[config.mk]
export PLATFORM = sky130hd
export DESIGN_NAME = fir_linear_convolution
export DESIGN_NICKNAME = d
export VERILOG_FILES = /design/src/design/firlc_pkg.sv /design/src/design/firlc_ram.sv /design/src/design/firlc_ctrl.sv /design/src/design/firlc_dp.sv /design/src/design/fir_linear_convolution.sv
export SDC_FILE = /design/constraint.sdc
export NUM_CORES = 2
export LEC_CHECK = 0
export ABC_AREA = 1
export BUFFER_PORTS_ARGS = -buffer_cell sky130_fd_sc_hd__buf_2
export CELL_PAD_IN_SITES_DETAIL_PLACEMENT = 1
export CELL_PAD_IN_SITES_GLOBAL_PLACEMENT = 2
export CORE_MARGIN = 10
export CORE_UTILIZATION = 40
export DETAILED_ROUTE_END_ITERATION = 6
export GPL_TIMING_DRIVEN = 0
export PLACE_DENSITY_LB_ADDON = 0.12
export SYNTH_ARGS = -nofsm -noshare
export SYNTH_HDL_FRONTEND = slang
export SYNTH_SLANG_ARGS = --single-unit
[constraint.sdc]
create_clock -name clk -period 8.4 [get_ports clk]
set_input_delay 0.42 -clock clk [delete_from_list [all_inputs] [get_ports clk]]
set_output_delay 0.42 -clock clk [all_outputs]
set_load 0.005 [all_outputs]
[src/design/firlc_pkg.sv]
`default_nettype none
// ----------------------------------------------------------------------------
// firlc_pkg
// shared constants, codes and command/status types of the linear convolution
// fir block
// ----------------------------------------------------------------------------
package firlc_pkg;

	// default sizes
	localparam int MAX_TAPS_DEF    = 64;
	localparam int SAMPLE_BITS_DEF = 16;

	// fixed field widths
	localparam int IDX_W  = 6;   // tap_index
	localparam int TAPC_W = 7;   // tap_count register

	localparam logic [TAPC_W-1:0] TAPC_RST = 7'd64;

	// action codes carried on tuser
	localparam logic ACT_LOAD   = 1'b0;
	localparam logic ACT_SAMPLE = 1'b1;

	// address width of a store with n entries
	function automatic int addr_bits(input int n);
		return (n > 1) ? $clog2(n) : 1;
	endfunction

	// controller to datapath
	typedef struct packed {
		logic coef_wr;     // write the coefficient from the input transfer
		logic hist_push;   // write a sample at the history head
		logic push_zero;   // pushed sample is zero (tail)
		logic issue;       // read one tap pair into the mac
		logic first;       // first tap of an output
		logic last_tap;    // final tap of an output
		logic out_load;    // move the result into the output register
		logic out_last;    // result closes the block
		logic hist_clear;  // empty the history line
	} dp_cmd_t;

	// datapath to controller
	typedef struct packed {
		logic res_rdy;     // rounded result waiting
		logic out_free;    // output register can take a result
	} dp_sts_t;

endpackage
`default_nettype wire

[src/design/firlc_ram.sv]
`default_nettype none
// ----------------------------------------------------------------------------
// firlc_ram
// generic single write port, single read port ram with registered read data
// ----------------------------------------------------------------------------
module firlc_ram import firlc_pkg::*; #(
	parameter int WIDTH = SAMPLE_BITS_DEF,
	parameter int DEPTH = MAX_TAPS_DEF,
	localparam int AW = addr_bits(DEPTH)
) (
	input  wire logic             clk,
	input  wire logic             wr_en,
	input  wire logic [AW-1:0]    wr_addr,
	input  wire logic [WIDTH-1:0] wr_data,
	input  wire logic             rd_en,
	input  wire logic [AW-1:0]    rd_addr,
	output logic      [WIDTH-1:0] rd_data
);

	logic [WIDTH-1:0] mem_q [DEPTH];
	logic [WIDTH-1:0] rd_data_q;

	always_ff @(posedge clk) begin
		if (wr_en) begin
			mem_q[wr_addr] <= wr_data;
		end
		if (rd_en) begin
			rd_data_q <= mem_q[rd_addr];
		end
	end

	assign rd_data = rd_data_q;

endmodule
`default_nettype wire

[src/design/firlc_ctrl.sv]
`default_nettype none
// ----------------------------------------------------------------------------
// firlc_ctrl
// sequencer: input transfers, tap walk, tail outputs and result hand-over
// ----------------------------------------------------------------------------
module firlc_ctrl import firlc_pkg::*; #(
	parameter int MAX_TAPS = MAX_TAPS_DEF,
	localparam int AW  = addr_bits(MAX_TAPS),
	localparam int TCW = $clog2(MAX_TAPS + 1)
) (
	input  wire logic              clk,
	input  wire logic              arst_n,
	input  wire logic              cfg_we,
	input  wire logic [TAPC_W-1:0] cfg_wdata,
	input  wire logic              in_valid,
	output logic                   in_ready,
	input  wire logic              in_action,
	input  wire logic              in_end,
	output dp_cmd_t                cmd,
	output logic      [AW-1:0]     coef_raddr,
	input  wire dp_sts_t           sts
);

	typedef enum logic [3:0] {
		ST_IDLE = 4'b0001,
		ST_RUN  = 4'b0010,
		ST_WAIT = 4'b0100,
		ST_TAIL = 4'b1000
	} state_t;

	state_t            state_q, state_d;
	logic [TAPC_W-1:0] tap_count_q;
	logic [AW-1:0]     k_q, k_d;
	logic [AW-1:0]     tail_q, tail_d;
	logic              end_q, end_d;
	logic [TCW-1:0]    taps;
	logic              accept;

	// taps in use: zero acts as one, above the line length acts as the length
	always_comb begin
		if (tap_count_q == '0) begin
			taps = TCW'(1);
		end else if (int'(tap_count_q) > MAX_TAPS) begin
			taps = TCW'(MAX_TAPS);
		end else begin
			taps = tap_count_q[TCW-1:0];
		end
	end

	assign in_ready   = (state_q == ST_IDLE);
	assign accept     = in_valid && in_ready;
	assign coef_raddr = k_q;

	always_comb begin
		state_d = state_q;
		k_d     = k_q;
		tail_d  = tail_q;
		end_d   = end_q;
		cmd     = '0;
		case (state_q)
			ST_IDLE: begin
				if (accept) begin
					if (in_action == ACT_LOAD) begin
						cmd.coef_wr = 1'b1;
					end else begin
						cmd.hist_push = 1'b1;
						end_d         = in_end;
						tail_d        = in_end ? AW'(taps - TCW'(1)) : '0;
						k_d           = '0;
						state_d       = ST_RUN;
					end
				end
			end
			ST_RUN: begin
				cmd.issue    = 1'b1;
				cmd.first    = (k_q == '0);
				cmd.last_tap = (TCW'(k_q) + TCW'(1) == taps);
				if (cmd.last_tap) begin
					state_d = ST_WAIT;
				end else begin
					k_d = k_q + 1'b1;
				end
			end
			ST_WAIT: begin
				if (sts.res_rdy && sts.out_free) begin
					cmd.out_load = 1'b1;
					cmd.out_last = end_q && (tail_q == '0);
					if (cmd.out_last) begin
						cmd.hist_clear = 1'b1;
						end_d          = 1'b0;
						state_d        = ST_IDLE;
					end else if (end_q) begin
						tail_d  = tail_q - 1'b1;
						state_d = ST_TAIL;
					end else begin
						state_d = ST_IDLE;
					end
				end
			end
			ST_TAIL: begin
				cmd.hist_push = 1'b1;
				cmd.push_zero = 1'b1;
				k_d           = '0;
				state_d       = ST_RUN;
			end
			default: begin
				state_d = ST_IDLE;
			end
		endcase
	end

	always_ff @(posedge clk or negedge arst_n) begin
		if (!arst_n) begin
			state_q     <= ST_IDLE;
			k_q         <= '0;
			tail_q      <= '0;
			end_q       <= 1'b0;
			tap_count_q <= TAPC_RST;
		end else begin
			state_q <= state_d;
			k_q     <= k_d;
			tail_q  <= tail_d;
			end_q   <= end_d;
			if (cfg_we) begin
				tap_count_q <= cfg_wdata;
			end
		end
	end

`ifndef ASSERT_OFF
	a_load_needs_result: assert property (@(posedge clk) disable iff (!arst_n)
		cmd.out_load |-> (sts.res_rdy && sts.out_free))
		else $error("result moved to output without a free slot");

	a_clear_on_last: assert property (@(posedge clk) disable iff (!arst_n)
		cmd.hist_clear |-> (cmd.out_load && cmd.out_last))
		else $error("history cleared away from the final output");

	a_tap_in_range: assert property (@(posedge clk) disable iff (!arst_n)
		(state_q == ST_RUN) |-> (TCW'(k_q) < taps))
		else $error("tap walk beyond taps in use");

	a_idle_no_tail: assert property (@(posedge clk) disable iff (!arst_n)
		(state_q == ST_IDLE) |-> (tail_q == '0 && !end_q))
		else $error("idle with tail outputs still owed");
`endif

endmodule
`default_nettype wire

[src/design/firlc_dp.sv]
`default_nettype none
// ----------------------------------------------------------------------------
// firlc_dp
// coefficient and history stores, shared multiply-accumulate, rounding and
// output register
// ----------------------------------------------------------------------------
module firlc_dp import firlc_pkg::*; #(
	parameter int MAX_TAPS    = MAX_TAPS_DEF,
	parameter int SAMPLE_BITS = SAMPLE_BITS_DEF,
	localparam int AW = addr_bits(MAX_TAPS)
) (
	input  wire logic                   clk,
	input  wire logic                   arst_n,
	input  wire dp_cmd_t                cmd,
	input  wire logic [AW-1:0]          coef_raddr,
	output dp_sts_t                     sts,
	input  wire logic [IDX_W-1:0]       in_index,
	input  wire logic [SAMPLE_BITS-1:0] in_value,
	output logic                        out_valid,
	input  wire logic                   out_ready,
	output logic      [SAMPLE_BITS-1:0] out_data,
	output logic                        out_last,
	output logic                        out_clip
);

	localparam int SB    = SAMPLE_BITS;
	localparam int PW    = 2 * SB;
	// full sum width, capped at 63 bits for the saturating accumulator
	localparam int FULLW = PW + $clog2(MAX_TAPS) + 1;
	localparam int ACC_W = (FULLW < 63) ? FULLW : 63;

	localparam logic [ACC_W:0]   RND_ONE = (ACC_W + 1)'(1) << (SB - 2);
	localparam logic [ACC_W-1:0] ACC_MAX = {1'b0, {(ACC_W - 1){1'b1}}};
	localparam logic [ACC_W-1:0] ACC_MIN = {1'b1, {(ACC_W - 1){1'b0}}};
	localparam logic [SB-1:0]    OUT_MAX = {1'b0, {(SB - 1){1'b1}}};
	localparam logic [SB-1:0]    OUT_MIN = {1'b1, {(SB - 1){1'b0}}};

	// history pointers and valid bits
	logic [AW-1:0]       head_q, rp_q;
	logic [MAX_TAPS-1:0] hvld_q;

	logic [SB-1:0] hist_wdata, hist_rd, coef_rd;
	logic          coef_we;

	// mac pipeline
	logic                 iss_s1, first_s1, ltap_s1, hvld_s1;
	logic                 iss_s2, first_s2, ltap_s2;
	logic signed [PW-1:0] prod_s2;
	logic                 done_s3;
	logic [ACC_W-1:0]     acc_q;
	logic                 clip_q;

	logic signed [SB-1:0] coef_s, hist_s;
	logic [ACC_W-1:0]     acc_base;
	logic [ACC_W:0]       acc_sum;
	logic                 acc_ovf;

	// rounding
	logic signed [ACC_W:0] rnd_sum, rnd_shf;
	logic                  rnd_hi, rnd_lo;
	logic [SB-1:0]         rnd_val;

	logic [SB-1:0] res_q;
	logic          res_clip_q, res_rdy_q;

	logic          out_vld_q, out_last_q, out_clip_q;
	logic [SB-1:0] out_data_q;

	assign coef_we    = cmd.coef_wr && (int'(in_index) < MAX_TAPS);
	assign hist_wdata = cmd.push_zero ? '0 : in_value;

	firlc_ram #(.WIDTH(SB), .DEPTH(MAX_TAPS)) u_coef_ram (
		.clk     (clk),
		.wr_en   (coef_we),
		.wr_addr (in_index[AW-1:0]),
		.wr_data (in_value),
		.rd_en   (cmd.issue),
		.rd_addr (coef_raddr),
		.rd_data (coef_rd)
	);

	firlc_ram #(.WIDTH(SB), .DEPTH(MAX_TAPS)) u_hist_ram (
		.clk     (clk),
		.wr_en   (cmd.hist_push),
		.wr_addr (head_q),
		.wr_data (hist_wdata),
		.rd_en   (cmd.issue),
		.rd_addr (rp_q),
		.rd_data (hist_rd)
	);

	// head and read pointer; the read walks back from the newest sample
	always_ff @(posedge clk or negedge arst_n) begin
		if (!arst_n) begin
			head_q <= '0;
			rp_q   <= '0;
			hvld_q <= '0;
		end else begin
			if (cmd.hist_clear) begin
				head_q <= '0;
				hvld_q <= '0;
			end else if (cmd.hist_push) begin
				head_q         <= (head_q == AW'(MAX_TAPS - 1)) ? '0 : head_q + 1'b1;
				hvld_q[head_q] <= 1'b1;
			end
			if (cmd.hist_push) begin
				rp_q <= head_q;
			end else if (cmd.issue) begin
				rp_q <= (rp_q == '0) ? AW'(MAX_TAPS - 1) : rp_q - 1'b1;
			end
		end
	end

	// control side of the mac pipeline
	always_ff @(posedge clk or negedge arst_n) begin
		if (!arst_n) begin
			iss_s1   <= 1'b0;
			first_s1 <= 1'b0;
			ltap_s1  <= 1'b0;
			hvld_s1  <= 1'b0;
			iss_s2   <= 1'b0;
			first_s2 <= 1'b0;
			ltap_s2  <= 1'b0;
			done_s3  <= 1'b0;
		end else begin
			iss_s1   <= cmd.issue;
			first_s1 <= cmd.first;
			ltap_s1  <= cmd.last_tap;
			hvld_s1  <= hvld_q[rp_q];
			iss_s2   <= iss_s1;
			first_s2 <= first_s1;
			ltap_s2  <= ltap_s1;
			done_s3  <= iss_s2 && ltap_s2;
		end
	end

	// slots never written since the last clear read as zero
	assign coef_s = coef_rd;
	assign hist_s = hvld_s1 ? hist_rd : '0;

	always_ff @(posedge clk) begin
		if (iss_s1) begin
			prod_s2 <= coef_s * hist_s;
		end
	end

	// saturating accumulate
	assign acc_base = first_s2 ? '0 : acc_q;
	assign acc_sum  = {acc_base[ACC_W-1], acc_base}
	                + {{(ACC_W + 1 - PW){prod_s2[PW-1]}}, prod_s2};
	assign acc_ovf  = acc_sum[ACC_W] != acc_sum[ACC_W-1];

	always_ff @(posedge clk) begin
		if (iss_s2) begin
			if (acc_ovf) begin
				acc_q <= acc_sum[ACC_W] ? ACC_MIN : ACC_MAX;
			end else begin
				acc_q <= acc_sum[ACC_W-1:0];
			end
			clip_q <= (first_s2 ? 1'b0 : clip_q) | acc_ovf;
		end
	end

	// round half up, floor shift, saturate
	assign rnd_sum = $signed({acc_q[ACC_W-1], acc_q} + RND_ONE);
	assign rnd_shf = rnd_sum >>> (SB - 1);
	assign rnd_hi  = !rnd_shf[ACC_W] && (|rnd_shf[ACC_W-1:SB-1]);
	assign rnd_lo  = rnd_shf[ACC_W] && !(&rnd_shf[ACC_W-1:SB-1]);

	always_comb begin
		if (rnd_hi) begin
			rnd_val = OUT_MAX;
		end else if (rnd_lo) begin
			rnd_val = OUT_MIN;
		end else begin
			rnd_val = rnd_shf[SB-1:0];
		end
	end

	always_ff @(posedge clk) begin
		if (done_s3) begin
			res_q      <= rnd_val;
			res_clip_q <= clip_q | rnd_hi | rnd_lo;
		end
	end

	always_ff @(posedge clk or negedge arst_n) begin
		if (!arst_n) begin
			res_rdy_q <= 1'b0;
			out_vld_q <= 1'b0;
		end else begin
			if (done_s3) begin
				res_rdy_q <= 1'b1;
			end else if (cmd.out_load) begin
				res_rdy_q <= 1'b0;
			end
			if (cmd.out_load) begin
				out_vld_q <= 1'b1;
			end else if (out_ready) begin
				out_vld_q <= 1'b0;
			end
		end
	end

	always_ff @(posedge clk) begin
		if (cmd.out_load) begin
			out_data_q <= res_q;
			out_clip_q <= res_clip_q;
			out_last_q <= cmd.out_last;
		end
	end

	assign sts.res_rdy  = res_rdy_q;
	assign sts.out_free = !out_vld_q || out_ready;

	assign out_valid = out_vld_q;
	assign out_data  = out_data_q;
	assign out_last  = out_last_q;
	assign out_clip  = out_clip_q;

endmodule
`default_nettype wire

[src/design/fir_linear_convolution.sv]
`default_nettype none
// ----------------------------------------------------------------------------
// fir_linear_convolution
// streaming direct-form fir giving the full linear convolution of a sample
// block with a loaded impulse response
// ----------------------------------------------------------------------------
// usage
//  - slave side: tuser selects the item kind (0 coefficient load, 1 sample);
//    tdata carries tap_index and value; tlast marks the last sample of a block
//  - a load transfer writes one coefficient and gives no output
//  - each sample transfer gives one output; after the last sample of a block
//    taps-1 tail outputs follow, the final one with tlast high, and then the
//    history line is emptied for the next block
//  - one shared multiply-accumulate walks the taps one per cycle out of the
//    coefficient and history rams; each output passes the ram read, product,
//    accumulator and result registers, and the block takes the next item only
//    once the previous result (and any tail) has moved into the output register
//  - master side: tdata is the rounded, saturated q1.15 output, tuser flags
//    saturation; the output register holds a result while tready is low, and
//    the next item is already being worked on behind it
//  - cfg_we writes tap_count (zero acts as one, above MAX_TAPS as MAX_TAPS);
//    write it only while the block is idle
//  - arst_n resets control, empties the history and sets tap_count to 64;
//    coefficients must be loaded before use
// ----------------------------------------------------------------------------
module fir_linear_convolution import firlc_pkg::*; #(
	parameter int MAX_TAPS    = MAX_TAPS_DEF,
	parameter int SAMPLE_BITS = SAMPLE_BITS_DEF,
	localparam int S_DW = ((IDX_W + SAMPLE_BITS + 7) / 8) * 8,
	localparam int M_DW = ((SAMPLE_BITS + 7) / 8) * 8
) (
	input  wire logic              clk,
	input  wire logic              arst_n,
	// configuration
	input  wire logic              cfg_we,
	input  wire logic [TAPC_W-1:0] cfg_wdata,    // tap_count
	// input stream
	input  wire logic              s_tvalid,
	output logic                   s_tready,
	input  wire logic [S_DW-1:0]   s_tdata,      // tap_index, value, zero pad
	input  wire logic              s_tuser,      // action
	input  wire logic              s_tlast,      // block_end
	// output stream
	output logic                   m_tvalid,
	input  wire logic              m_tready,
	output logic      [M_DW-1:0]   m_tdata,      // sample_out, zero pad
	output logic                   m_tuser,      // clipped
	output logic                   m_tlast       // is_last
);

	localparam int AW = addr_bits(MAX_TAPS);

	dp_cmd_t                cmd;
	dp_sts_t                sts;
	logic [AW-1:0]          coef_raddr;
	logic [SAMPLE_BITS-1:0] out_data;

	// sequencer: accepts transfers, walks the taps, counts tail outputs
	firlc_ctrl #(.MAX_TAPS(MAX_TAPS)) u_ctrl (
		.clk        (clk),
		.arst_n     (arst_n),
		.cfg_we     (cfg_we),
		.cfg_wdata  (cfg_wdata),
		.in_valid   (s_tvalid),
		.in_ready   (s_tready),
		.in_action  (s_tuser),
		.in_end     (s_tlast),
		.cmd        (cmd),
		.coef_raddr (coef_raddr),
		.sts        (sts)
	);

	// stores, mac, rounding and output register
	firlc_dp #(.MAX_TAPS(MAX_TAPS), .SAMPLE_BITS(SAMPLE_BITS)) u_dp (
		.clk        (clk),
		.arst_n     (arst_n),
		.cmd        (cmd),
		.coef_raddr (coef_raddr),
		.sts        (sts),
		.in_index   (s_tdata[IDX_W-1:0]),
		.in_value   (s_tdata[IDX_W+SAMPLE_BITS-1:IDX_W]),
		.out_valid  (m_tvalid),
		.out_ready  (m_tready),
		.out_data   (out_data),
		.out_last   (m_tlast),
		.out_clip   (m_tuser)
	);

	// zero pad the output to whole bytes
	assign m_tdata = M_DW'(out_data);

endmodule
`default_nettype wire

==> impl_metrics.json <==
{
  "cp.arrival_ps": 7910,
  "met3_usage_pct": 4.79,
  "drcViolationCount": 0,
  "die_x_um": 530,
  "status": "finished with violations",
  "setup_viol": 0,
  "final_cells": 12800,
  "grt-ovfl-total": 0,
  "first_global_vias": 77900,
  "cts_tree": "yes",
  "groute.layer.met1.usage_pct": 38.6,
  "dp_hpwl_um": 305000,
  "slew_violations": 1,
  "antenna_left": 0,
  "rows": 186,
  "syn-num-nets": 9225,
  "violations": "capacitance limit, slew limit",
  "clk_pin_slew_worst_paths_ps": 60,
  "grt_usage_pct": 30.0,
  "skew_ps": 67.5,
  "period_share_pct": 86.3,
  "worst_slew_pin_slew_ps": 1500,
  "viasPerCell": 5.94,
  "cts_setup_buffers": 0,
  "synth-edff-count": 2187,
  "synth_most_common_cell": "edfxtp_1",
  "clkLatencyLatePin_ps": 940,
  "layout_min_cycle_time_ps": 7250,
  "start_util_pct": 40.3,
  "placed_cells": 12300,
  "clockBufferDepth": 4,
  "die_y_um": 530,
  "ys.flop_type": "edfxtp_1",
  "synthArstFlopShare_pct": 4.79,
  "yosys.cell_types.count": 55,
  "drive_gt1_share_pct": 8.53,
  "nNetsFinal": 9657,
  "syn_inst": 8795,
  "ctsResizeCount": 0,
  "busiest_layer": "met2",
  "htree_levels": 4,
  "fin_setup_tns_ps": 0,
  "critPathRequiredTime_ps": 9050,
  "synth_seq_area_share_pct": 65.9,
  "ios": 58,
  "avgSynthCellArea_um2": 11.8,
  "start_kind": "register",
  "cts_root_buf": "clkbuf_16",
  "yosysWarnings": 0,
  "met2_usage_pct": 48.9,
  "maxSlewHeadroom_pct": -0.765,
  "antenna_found_initial": 15,
  "area_growth_syn_to_layout_pct": 15.1,
  "dr.pass1.iters": 6,
  "vias": 76100,
  "grt_pass1_wl_um": 599000,
  "wl_per_cell_um": 33.7,
  "synth_top_area_cell": "edfxtp_1",
  "port_buffers": 54,
  "clock.fmax_mhz": 138,
  "timing.final.hold_violations": 0,
  "hp-class": "in2reg",
  "rsz0062_at_grt": "false",
  "dieArea_mm2": 0.280,
  "syn_area_mm2": 0.104,
  "wl_um": 432000,
  "worstSetupEndpointType": "register",
  "synth_common_cells": "edfxtp_1, nor2_1, o21ai_0",
  "max_cap_viol_count": 1,
  "synth-seq-cells": 2297,
  "grt_start_max_net_pins": 66,
  "clock_sinks": 2297,
  "drt-initial-drc-count": 8884,
  "critPathKind": "reg2reg",
  "synth.area.top_cells": "edfxtp_1, nor2_1, o21ai_0",
  "gp_congestion": 0.942,
  "cts_inserted_buffers": 245,
  "critical_path.max_fanout": 10,
  "synth_top_area_share_pct": 63.2,
  "core_area_mm2": 0.258
}
-- placed cells by master (no fill, tap or decap), drive strengths merged, types with 27 or more instances in the layout --
cell type	n
o22ai	344
nand4	46
nand3	295
xor2	60
buf	301
o211ai	141
dfrtp	108
fa	263
clkinv	115
o21a	49
nor2	1668
ha	129
a21oi	103
xnor2	27
nand2	822
clkbuf	685
inv	584
o21ai	1176
edfxtp	2187
o221ai	184
-- sequential cells by signal (all words and copies together) (netlist names), 16 cells and up --
name and count:
u_dp.u_coef_ram.mem_q 1024, u_dp.acc_q 39, u_dp.u_hist_ram.rd_data 16, u_dp.res_q 16, u_dp.u_hist_ram.mem_q 1024, u_dp.out_data 16
u_dp.prod_s2 32, u_dp.u_coef_ram.rd_data 16, u_dp.hvld_q 64
-- critical path: stages (launching register included) --
cell and delay, ps:
dfrtp_1 320, clkbuf_1 310, buf_1 390, nand2_1 440
inv_1 380, nand2_1 120, fa_1 510, fa_1 520
fa_1 510, inv_1 50, fa_1 490, fa_1 500
inv_1 50, fa_1 540, inv_1 70, ha_1 380
nand2_1 100, inv_1 100, nand2_1 70, nor3_1 370
nand4_1 180, nand3_1 170, nand2_1 70, nand2_1 90
nand3_1 90, nand3_1 80, nand2_1 60
-- area by class of cell --
type | instances | area (um^2)
clock buffer | 314 | 6550
inverter | 588 | 2210
buffer | 511 | 2130
sequential | 2297 | 68400
tap | 3384 | 4230
antenna | 6 | 15.0
timing repair buffer | 185 | 2690
multi-input combinational | 5399 | 31900
clock inverter | 140 | 1320
fill | 27000 | 138000
-- path summary, 6_finish.rpt --
| kind | start | to | slack [ps] | cells past startpoint |
|---|---|---|---|---|
| max in group asynchronous | arst_n | u_ctrl.tap_count_q[6] | 7480 | 4 |
| max reg2reg | u_dp.hvld_s1 | u_dp.prod_s2[28] | 1150 | 26 |
| min reg2reg | u_dp.res_q[7] | u_dp.out_data[7] | 420 | 0 |
| max | u_dp.hvld_s1 | u_dp.prod_s2[28] | 1150 | 26 |
| min | s_tdata[18] | u_dp.u_coef_ram.mem_q[50][12] | 20 | 2 |
| min in group asynchronous | arst_n | u_dp.iss_s2 | 50 | 3 |
-- logic make-up after synthesis --
logic type	Yosys count	share of synthesized area (%)
buffers and inverters	1099	4.18
flip-flops	2297	65.9
multiplexers	5	0.0530
adder cells (fa/ha/maj)	392	6.62
AND/OR/NAND/NOR	2872	11.0
XOR/XNOR	87	0.741
AO/OA/AOI/OAI	2043	11.5
-- metrics by stage --
stage          instance area (um^2)  setup slack, ps  hold slack, ps  utilization [%]
6_report                     120000             1150            19.2             46.4
3_3_place_gp                 108000              949             410             42.1
4_1_cts                      119000             1060            4.15             46.4
5_1_grt                      120000              528            25.3             46.4
2_1_floorplan                104000             2440             124                -
3_5_place_dp                 111000             1070             407             43.2
-- metal layers --
metal	up-vias	share of wire, %
li1	32300	-
met1	39400	39
met2	3542	47
met3	938	7.7
met4	10	6.3
met5	-	0.016
-- timing repair --
action,CTS,global route
hold endpoints to repair,144,0
endpoints found under the setup margin,0,0
hold buffers,24,0
Power is left out: the tool's default activity adds up to more than one toggle a clock period on the data nets, which glitch-free logic cannot reach.
